--- src/hw/rtl/mbpb_pkg.sv ---
`default_nettype none

package mbpb_pkg;

	// Display geometry and window buffer size.
	localparam int HOR_RES       = 128;
	localparam int VER_RES       = 32;
	localparam int ROWS_PER_PAGE = 8;
	localparam int ROW_SHIFT     = $clog2(ROWS_PER_PAGE);
	localparam int BUF_BYTES     = (HOR_RES * VER_RES) / 8;
	localparam int BUF_AW        = $clog2(BUF_BYTES);

	// Field widths.
	localparam int COL_W   = 7;
	localparam int ROW_W   = 5;
	localparam int PAGE_W  = ROW_W - ROW_SHIFT;
	localparam int DATA_W  = 8;
	localparam int WIDTH_W = COL_W + 1;
	localparam int POS_W   = ROW_W + WIDTH_W + 2;
	localparam int BYTE_W  = POS_W - 1 - 3;

	// Configuration port.
	localparam int CFG_IDX_W  = 3;
	localparam int CFG_DATA_W = COL_W;

	localparam logic [CFG_IDX_W-1:0] CFG_AREA_LEFT   = CFG_IDX_W'(0);
	localparam logic [CFG_IDX_W-1:0] CFG_AREA_TOP    = CFG_IDX_W'(1);
	localparam logic [CFG_IDX_W-1:0] CFG_AREA_RIGHT  = CFG_IDX_W'(2);
	localparam logic [CFG_IDX_W-1:0] CFG_AREA_BOTTOM = CFG_IDX_W'(3);

	// Request kinds.
	localparam logic REQ_STORE = 1'b0;
	localparam logic REQ_READ  = 1'b1;

	// Access bundle from the sequencer to the window buffer.
	typedef struct packed {
		logic              wr_en;
		logic [BUF_AW-1:0] wr_addr;
		logic [DATA_W-1:0] wr_data;
		logic              rd_en;
		logic [BUF_AW-1:0] rd_addr;
	} buf_req_t;

endpackage

`default_nettype wire

--- src/hw/rtl/mbpb_buf.sv ---
`default_nettype none

module mbpb_buf
	import mbpb_pkg::*;
(
	input  wire logic              clk,
	input  wire buf_req_t          req,
	output logic      [DATA_W-1:0] rd_data
);

	logic [DATA_W-1:0] mem [BUF_BYTES];

	always_ff @(posedge clk) begin
		if (req.wr_en) begin
			mem[req.wr_addr] <= req.wr_data;
		end
		if (req.rd_en) begin
			rd_data <= mem[req.rd_addr];
		end
	end

endmodule

`default_nettype wire

--- src/hw/rtl/mono_bitmap_to_page_bytes.sv ---
// Channel   Handshake                       Payload
// request   start in, busy out              req_type, store_index, store_data, page, column
// result    done out (one-cycle strobe)     page_byte, starts_page, out_of_window
// config    cfg_valid in, cfg_ready out     cfg_index, cfg_data
//
// A store or an out-of-window read shows its result strobe in the cycle straight after
// the transfer cycle.
// An in-window read runs through the transfer, a step that forms the start position,
// a buffer read for each row of the page that is in the window and in the buffer,
// through the single read port of the window buffer with one shared adder stepping
// the pixel position by the window width, a drain step and the result strobe.
// Reset clears the sequencer and sets the window to the whole display.
// Results are never held off; busy stays high until the result strobe has passed.
`default_nettype none

module mono_bitmap_to_page_bytes
	import mbpb_pkg::*;
(
	input  wire logic                  clk,
	input  wire logic                  arst_n,
	input  wire logic                  start,
	output logic                       busy,
	input  wire logic                  req_type,
	input  wire logic [BUF_AW-1:0]     store_index,
	input  wire logic [DATA_W-1:0]     store_data,
	input  wire logic [PAGE_W-1:0]     page,
	input  wire logic [COL_W-1:0]      column,
	input  wire logic                  cfg_valid,
	output logic                       cfg_ready,
	input  wire logic [CFG_IDX_W-1:0]  cfg_index,
	input  wire logic [CFG_DATA_W-1:0] cfg_data,
	output logic                       done,
	output logic [DATA_W-1:0]          page_byte,
	output logic                       starts_page,
	output logic                       out_of_window
);

	typedef enum logic [3:0] {
		ST_IDLE = 4'b0001,
		ST_INIT = 4'b0010,
		ST_RUN  = 4'b0100,
		ST_DONE = 4'b1000
	} state_t;

	state_t state_q;

	logic [COL_W-1:0]  area_left_q;
	logic [ROW_W-1:0]  area_top_q;
	logic [COL_W-1:0]  area_right_q;
	logic [ROW_W-1:0]  area_bottom_q;

	logic [PAGE_W-1:0]          page_q;
	logic [COL_W-1:0]           col_off_q;
	logic [WIDTH_W-1:0]         width_q;
	logic signed [POS_W-1:0]    pos_q;
	logic [ROW_SHIFT:0]         k_q;
	logic [DATA_W-1:0]          page_byte_q;
	logic                       starts_q;
	logic                       oow_q;

	logic                       pend_vld_s1;
	logic [ROW_SHIFT-1:0]       pend_k_s1;
	logic [2:0]                 pend_bit_s1;

	logic                       accept;
	logic                       win_bad;
	logic signed [ROW_W:0]      row_diff;
	logic signed [WIDTH_W:0]    width_s;
	logic signed [POS_W-1:0]    base_prod;
	logic signed [POS_W-1:0]    pos_init;
	logic signed [POS_W-1:0]    pos_next;
	logic [ROW_W-1:0]           row_cur;
	logic                       row_hit;
	logic                       byte_ok;
	logic                       issue_hit;
	logic [DATA_W-1:0]          rd_data;
	buf_req_t                   buf_req;

	assign busy      = (state_q != ST_IDLE);
	assign accept    = start && !busy;
	assign cfg_ready = 1'b1;

	assign done          = (state_q == ST_DONE);
	assign page_byte     = page_byte_q;
	assign starts_page   = starts_q;
	assign out_of_window = oow_q;

	// The page range of the window is its first and last row divided by eight.
	assign win_bad = (area_right_q < area_left_q) || (area_bottom_q < area_top_q) ||
		(column < area_left_q) || (column > area_right_q) ||
		(page < area_top_q[ROW_W-1:ROW_SHIFT]) ||
		(page > area_bottom_q[ROW_W-1:ROW_SHIFT]);

	// Position of the page's top row relative to the window; negative above the window.
	assign row_diff  = $signed({1'b0, page_q, {ROW_SHIFT{1'b0}}}) -
		$signed({1'b0, area_top_q});
	assign width_s   = $signed({1'b0, width_q});
	assign base_prod = POS_W'(row_diff) * POS_W'(width_s);
	assign pos_init  = base_prod + $signed({{(POS_W-COL_W){1'b0}}, col_off_q});
	assign pos_next  = pos_q + $signed({{(POS_W-WIDTH_W){1'b0}}, width_q});

	assign row_cur   = {page_q, k_q[ROW_SHIFT-1:0]};
	assign row_hit   = (row_cur >= area_top_q) && (row_cur <= area_bottom_q);
	assign byte_ok   = (pos_q[POS_W-2:3] < BYTE_W'(BUF_BYTES));
	assign issue_hit = (state_q == ST_RUN) && !k_q[ROW_SHIFT] && row_hit && byte_ok;

	always_comb begin
		buf_req         = '0;
		buf_req.wr_en   = accept && (req_type == REQ_STORE) &&
			({1'b0, store_index} < (BUF_AW+1)'(BUF_BYTES));
		buf_req.wr_addr = store_index;
		buf_req.wr_data = store_data;
		buf_req.rd_en   = issue_hit;
		buf_req.rd_addr = pos_q[3 +: BUF_AW];
	end

	mbpb_buf u_buf (
		.clk     (clk),
		.req     (buf_req),
		.rd_data (rd_data)
	);

	always_ff @(posedge clk or negedge arst_n) begin
		if (!arst_n) begin
			area_left_q   <= '0;
			area_top_q    <= '0;
			area_right_q  <= COL_W'(HOR_RES - 1);
			area_bottom_q <= ROW_W'(VER_RES - 1);
		end else if (cfg_valid && cfg_ready) begin
			unique case (cfg_index)
				CFG_AREA_LEFT: begin
					area_left_q <= cfg_data;
				end
				CFG_AREA_TOP: begin
					area_top_q <= cfg_data[ROW_W-1:0];
				end
				CFG_AREA_RIGHT: begin
					area_right_q <= cfg_data;
				end
				CFG_AREA_BOTTOM: begin
					area_bottom_q <= cfg_data[ROW_W-1:0];
				end
				default: begin
				end
			endcase
		end
	end

	always_ff @(posedge clk or negedge arst_n) begin
		if (!arst_n) begin
			state_q     <= ST_IDLE;
			k_q         <= '0;
			pend_vld_s1 <= 1'b0;
		end else begin
			pend_vld_s1 <= issue_hit;
			unique case (state_q)
				ST_IDLE: begin
					if (accept) begin
						if (req_type == REQ_READ && !win_bad) begin
							state_q <= ST_INIT;
						end else begin
							state_q <= ST_DONE;
						end
					end
				end
				ST_INIT: begin
					k_q     <= '0;
					state_q <= ST_RUN;
				end
				ST_RUN: begin
					if (!k_q[ROW_SHIFT]) begin
						k_q <= k_q + 1'b1;
					end else begin
						state_q <= ST_DONE;
					end
				end
				ST_DONE: begin
					state_q <= ST_IDLE;
				end
				default: begin
					state_q <= ST_IDLE;
				end
			endcase
		end
	end

	always_ff @(posedge clk) begin
		if (accept) begin
			page_q      <= page;
			col_off_q   <= column - area_left_q;
			width_q     <= {1'b0, area_right_q} - {1'b0, area_left_q} + 1'b1;
			page_byte_q <= '0;
			oow_q       <= (req_type == REQ_READ) && win_bad;
			starts_q    <= (req_type == REQ_READ) && !win_bad && (column == area_left_q);
		end else if (pend_vld_s1) begin
			page_byte_q[pend_k_s1] <= rd_data[pend_bit_s1];
		end
		if (state_q == ST_INIT) begin
			pos_q <= pos_init;
		end else if (state_q == ST_RUN && !k_q[ROW_SHIFT]) begin
			pos_q <= pos_next;
		end
		pend_k_s1   <= k_q[ROW_SHIFT-1:0];
		pend_bit_s1 <= pos_q[2:0];
	end

	// The strobe lasts one cycle and the block is free straight after it.
	a_done_then_idle: assert property (@(posedge clk) disable iff (!arst_n)
		done |=> !busy && !done)
		else $error("result strobe not followed by idle");

	a_oow_zero: assert property (@(posedge clk) disable iff (!arst_n)
		done && out_of_window |-> page_byte == '0 && !starts_page)
		else $error("out-of-window result carries data");

	a_accept_busy: assert property (@(posedge clk) disable iff (!arst_n)
		accept |=> busy)
		else $error("transfer accepted without going busy");

	a_write_idle: assert property (@(posedge clk) disable iff (!arst_n)
		buf_req.wr_en |-> !busy && !buf_req.rd_en)
		else $error("buffer written while a request is in progress");

	a_capture_in_run: assert property (@(posedge clk) disable iff (!arst_n)
		pend_vld_s1 |-> state_q == ST_RUN)
		else $error("pixel captured outside the gather phase");

endmodule

`default_nettype wire

--- config.mk ---
export PLATFORM = sky130hd
export DESIGN_NAME = mono_bitmap_to_page_bytes
export DESIGN_NICKNAME = d
export VERILOG_FILES = /design/src/hw/rtl/mbpb_pkg.sv /design/src/hw/rtl/mbpb_buf.sv /design/src/hw/rtl/mono_bitmap_to_page_bytes.sv
export SDC_FILE = /design/constraint.sdc
export NUM_CORES = 2
export LEC_CHECK = 0
export BUFFER_PORTS_ARGS = -buffer_cell sky130_fd_sc_hd__buf_2
export CAP_MARGIN = 20
export CORE_AREA = 2 2 438 766
export DETAILED_ROUTE_END_ITERATION = 7
export DIE_AREA = 0 0 440 768
export PLACE_DENSITY = 0.63
export SLEW_MARGIN = 20
export SYNTH_ARGS = -nofsm -noshare
export SYNTH_HDL_FRONTEND = slang
export SYNTH_SLANG_ARGS = --single-unit
--- constraint.sdc ---
create_clock -name clk -period 4.93 [get_ports clk]
set_input_delay 1.2325 -clock clk [delete_from_list [all_inputs] [get_ports clk]]
set_output_delay 1.2325 -clock clk [all_outputs]
set_load 0.01 [all_outputs]
==> metrics.log <==
[metrics] Post-Route Skew: 0.0448 ns
[metrics] kind of start point of the critical path: flop
[metrics] max-slew headroom at the worst pin: 0.124
[metrics] setup slack after placement: -0.190 ns
[metrics] xor/xnor share of the synthesized area: 0.00191
[metrics] Hold Path Class: input pin to async pin
[metrics] clock network latency to the later pin of the worst-skew pair: 0.94 ns
[metrics] Final ANT Viol Nets: 0
[metrics] via count of the first global-routing pass: 87400
[metrics] remaining global-route overflow: 0
[metrics] antenna violations before repair: 26
[metrics] number of levels the H-tree was split into: 5
[metrics] total of flip-flops plus latches after synthesis: 4184
[metrics] Max Buffers Root-to-Sink: 4
[metrics] Leakage Power: 59.7 nW
[metrics] layout cells sized above 1: 0.248
[metrics] Synth Area per Inst: 20.2 sq um
[metrics] pin count of the biggest net entering global routing: 130
[metrics] transition time of the tightest slew-check pin: 1.31 ns
[metrics] critical register-to-register path endpoint: pos_q[13]
[metrics] worst setup path start: page_q[0]
[metrics] Net Sw Frac: 0.231
[metrics] post-synthesis compound-gate area fraction: 0.0317
[metrics] placement row count: 280
[metrics] Cell Count, Final, Fillers Out: 13500
[metrics] library cell used as clock root buffer: sky130_fd_sc_hd__clkbuf_16
[metrics] CTS tree: done
[metrics] starting utilization of the core area: 0.499
[metrics] final critical-path required period: 4.85 ns
[metrics] critical path start-end classification: flop to flop
[metrics] maximum VDD drop: 1.02 mV
[metrics] fill count: 24600
[metrics] portion of total power attributed to sequential cells: 0.517
[metrics] post-detailed-route via-to-cell ratio: 6.31
[metrics] TritonCTS Buffers: 364
[metrics] simple-gate share of the synthesized area: 0.0329
[metrics] worst r2r path cells: 19
[metrics] cell-internal power: 0.0586 W
[metrics] DP HPWL: 318000 um
[metrics] number of sinks on the clock net: 4184
[metrics] run status: completed
[metrics] Unique masters post-synth: 84
[metrics] total setup violations reported at the end of the flow: 0
[metrics] switching component of the power: 0.0176 W
[metrics] Synth Area in Adders: 0.0113
[metrics] part of the cycle the worst path needs: 0.983
[metrics] main combinational cell family by area after synthesis: multiplexers
[metrics] relative contribution of the clock network to total power: 0.375
[metrics] number of hold violations in the final report: 0
[metrics] number of pins with negative max-slew slack in the final report: 0
[metrics] synthesized cell area: 165000 sq um
[metrics] Core Area: 332000 sq um
[metrics] setup repair after global routing missed its margin: yes
[metrics] most frequent standard cell in the layout excluding fill and tap cells: sky130_fd_sc_hd__edfxtp_1
[metrics] combinational cell fraction of total power: 0.108
[metrics] post-route cell area: 187000 sq um
[metrics] share of flip-flops with an asynchronous set or reset: 0.00789
[metrics] x dimension of the die: 440 um
[metrics] Final Core Density: 0.564
[metrics] IO Count: 54
[metrics] number of placed cells counting well taps: 12800
[metrics] flop-to-flop setup slack: 0.08 ns
[metrics] count of flip-flops with a built-in enable after synthesis: 4137
[metrics] Initial DRT Pass Iterations: 6
[metrics] critical path capture point type: flop
[metrics] die area: 338000 sq um
[metrics] placer's final routability congestion estimate: 0.910
[metrics] power per cell area: 407 nW/um^2
[metrics] area grow syn2layout: 13.1%
[metrics] prevailing post-synth register cell: sky130_fd_sc_hd__edfxtp_1
[metrics] Syn. warnings: 0
[metrics] register clock-pin slew on the reported worst setup and hold paths: 0.07 ns
[metrics] reported max-cap violation count: 0
[metrics] instance area after placement: 175000 sq um
[metrics] post-synthesis mux area share: 0.147
[metrics] final wirelength: 474000 um
[metrics] number of DRC markers after the initial detailed-route iteration: 9635
[metrics] Post-Synthesis Net Count: 8377
[metrics] r2r startpoint: page_q[0]
[metrics] Worst EP required: 5.57 ns
[metrics] average detailed-routed wire length per instance: 35.1 um
[metrics] number of buffers added on ports: 52
[metrics] first-pass GRT wire length: 665000 um
[metrics] floorplan die height: 768 um
[metrics] all-layer global routing usage: 0.280
[metrics] Vias: 85200
[metrics] Cells after Synth: 8207
[metrics] Fmax achieved: 206 MHz
[metrics] WP data arrival: 5.49 ns
[metrics] count of unresolved DRC violations after routing: 0
[metrics] most used cells in the layout excluding fill and tap cells: 4137 x sky130_fd_sc_hd__edfxtp_1, 918 x sky130_fd_sc_hd__mux4_2, 643 x sky130_fd_sc_hd__nor2_1, 560 x sky130_fd_sc_hd__buf_4, 368 x sky130_fd_sc_hd__clkbuf_16
[metrics] number of nets in the finished design: 8977
[metrics] largest fanout on the critical path: 3
[metrics] sequential-to-total area share from yosys stat: 0.758
[metrics] final setup margin: 0.0834 ns
[metrics] setup TNS: 0 ns
[sequential cells by signal, summed over array words and instances (netlist names), 7 cells and up]
| name | count |
|---|---|
| area_left_q | 7 |
| area_right_q | 7 |
| col_off_q | 7 |
| page_byte | 8 |
| pos_q | 14 |
| u_buf.mem | 4096 |
| u_buf.rd_data | 8 |
| width_q | 8 |
[Yosys cell counts (all sizes together), types with 8 or more instances]
cell type,n,area (sq um)
a31oi,42,263
o2111ai,9,78.8
dfxtp,14,280
o21ai,146,731
ha,94,1180
xnor2,24,210
nand2,266,998
o22a,12,105
nor2,646,2430
a21oi,101,505
xor2,12,105
a2111oi,20,181
o221ai,26,228
edfxtp,4137,124000
mux2i,331,3310
nor3,43,215
nor2b,44,275
mux2,28,315
nand3,80,400
o22ai,77,482
clkbuf,202,758
inv,100,375
nor4b,8,76.3
dfstp,13,342
o211ai,39,293
a22oi,97,728
a22o,48,420
buf,273,1720
a21o,11,82.6
mux4,918,20700
nor4,19,119
and3,10,62.6
a211oi,24,180
and2,31,194
dfrtp,20,500
nand4,23,144
fa,35,701
nand2b,16,100
a221oi,51,447
[timing repair]
action                     4_1_cts  5_1_grt
setup buffers                    2        3
hold buffers                     0        0
pin swaps                       11       12
gates resized for setup         21       18
setup endpoints to repair        6        6
[per-layer routing]
layer	global-route usage	wire (um)	share of wire
met1	0.326	161000	0.34
met2	0.490	248000	0.52
met3	0.0380	31100	0.066
met4	0.169	33800	0.071
met5	0	27	0.000057
[power by group through the flow]
stage | Clock (W) | Combinational, W | Sequential, W
2_1_floorplan | 0 | 0.00438 | 0.0401
3_5_place_dp | 0 | 0.00717 | 0.0401
3_3_place_gp | 0 | 0.00731 | 0.0401
5_1_grt | 0.0301 | 0.00917 | 0.0394
4_1_cts | 0.0289 | 0.00782 | 0.0394
6_report | 0.0286 | 0.00819 | 0.0394
[cell type report]
| type | count | area (sq um) | area share |
|---|---|---|---|
| diodes | 45 | 113 | 0.000602 |
| clock buffers | 442 | 9500 | 0.0508 |
| clock inverters | 209 | 2080 | 0.0111 |
| inverters | 103 | 394 | 0.00211 |
| multi-input cells | 3445 | 37700 | 0.201 |
| flip-flops and latches | 4184 | 125000 | 0.670 |
| well taps | 4371 | 5470 | 0.0292 |
| repair buffers | 709 | 6470 | 0.0346 |
[critical path, stage by stage (launching register included)]
cell	delay, ns
sky130_fd_sc_hd__edfxtp_1	0.44
sky130_fd_sc_hd__ha_4	0.27
sky130_fd_sc_hd__a21o_1	0.16
sky130_fd_sc_hd__a21o_1	0.21
sky130_fd_sc_hd__or2_4	0.23
sky130_fd_sc_hd__fa_1	0.45
sky130_fd_sc_hd__fa_1	0.51
sky130_fd_sc_hd__inv_1	0.05
sky130_fd_sc_hd__fa_1	0.48
sky130_fd_sc_hd__inv_2	0.04
sky130_fd_sc_hd__fa_1	0.49
sky130_fd_sc_hd__inv_2	0.05
sky130_fd_sc_hd__ha_4	0.27
sky130_fd_sc_hd__o21a_1	0.15
sky130_fd_sc_hd__a21oi_2	0.08
sky130_fd_sc_hd__o21ai_2	0.23
sky130_fd_sc_hd__a21oi_2	0.09
sky130_fd_sc_hd__a21oi_2	0.13
sky130_fd_sc_hd__xnor2_1	0.14
sky130_fd_sc_hd__mux2i_1	0.09
[worst max-delay path by stage]
stage | cells after the start | end | slack, ns
global route | 19 | pos_q[13] | -0.16
detailed placement | 19 | pos_q[11] | -0.19
CTS | 20 | pos_q[10] | 0.008
finish | 19 | pos_q[13] | 0.08
floorplan | 21 | pos_q[11] | 0.05
global placement | 20 | pos_q[11] | -0.23
[cells by family (layout without fill, tap and decap cells)]
| logic type | after synthesis | in the layout |
|---|---|---|
| xor+xnor | 36 | 36 |
| flops | 4184 | 4184 |
| compound gates | 763 | 763 |
| fa+ha+maj | 129 | 129 |
| mux | 1277 | 1277 |
| simple gates | 1239 | 1239 |
| other cells | 1 | 46 |
| buf+inv | 578 | 1463 |
[through the flow]
step | hold slack, ns | power [W]
floorplan | 0.352 | 0.0445
global placement | 0.412 | 0.0474
detailed placement | 0.417 | 0.0473
CTS | 0.330 | 0.0760
global route | 0.411 | 0.0786
finish | 0.362 | 0.0761
Power figures use the tool's default switching activity.
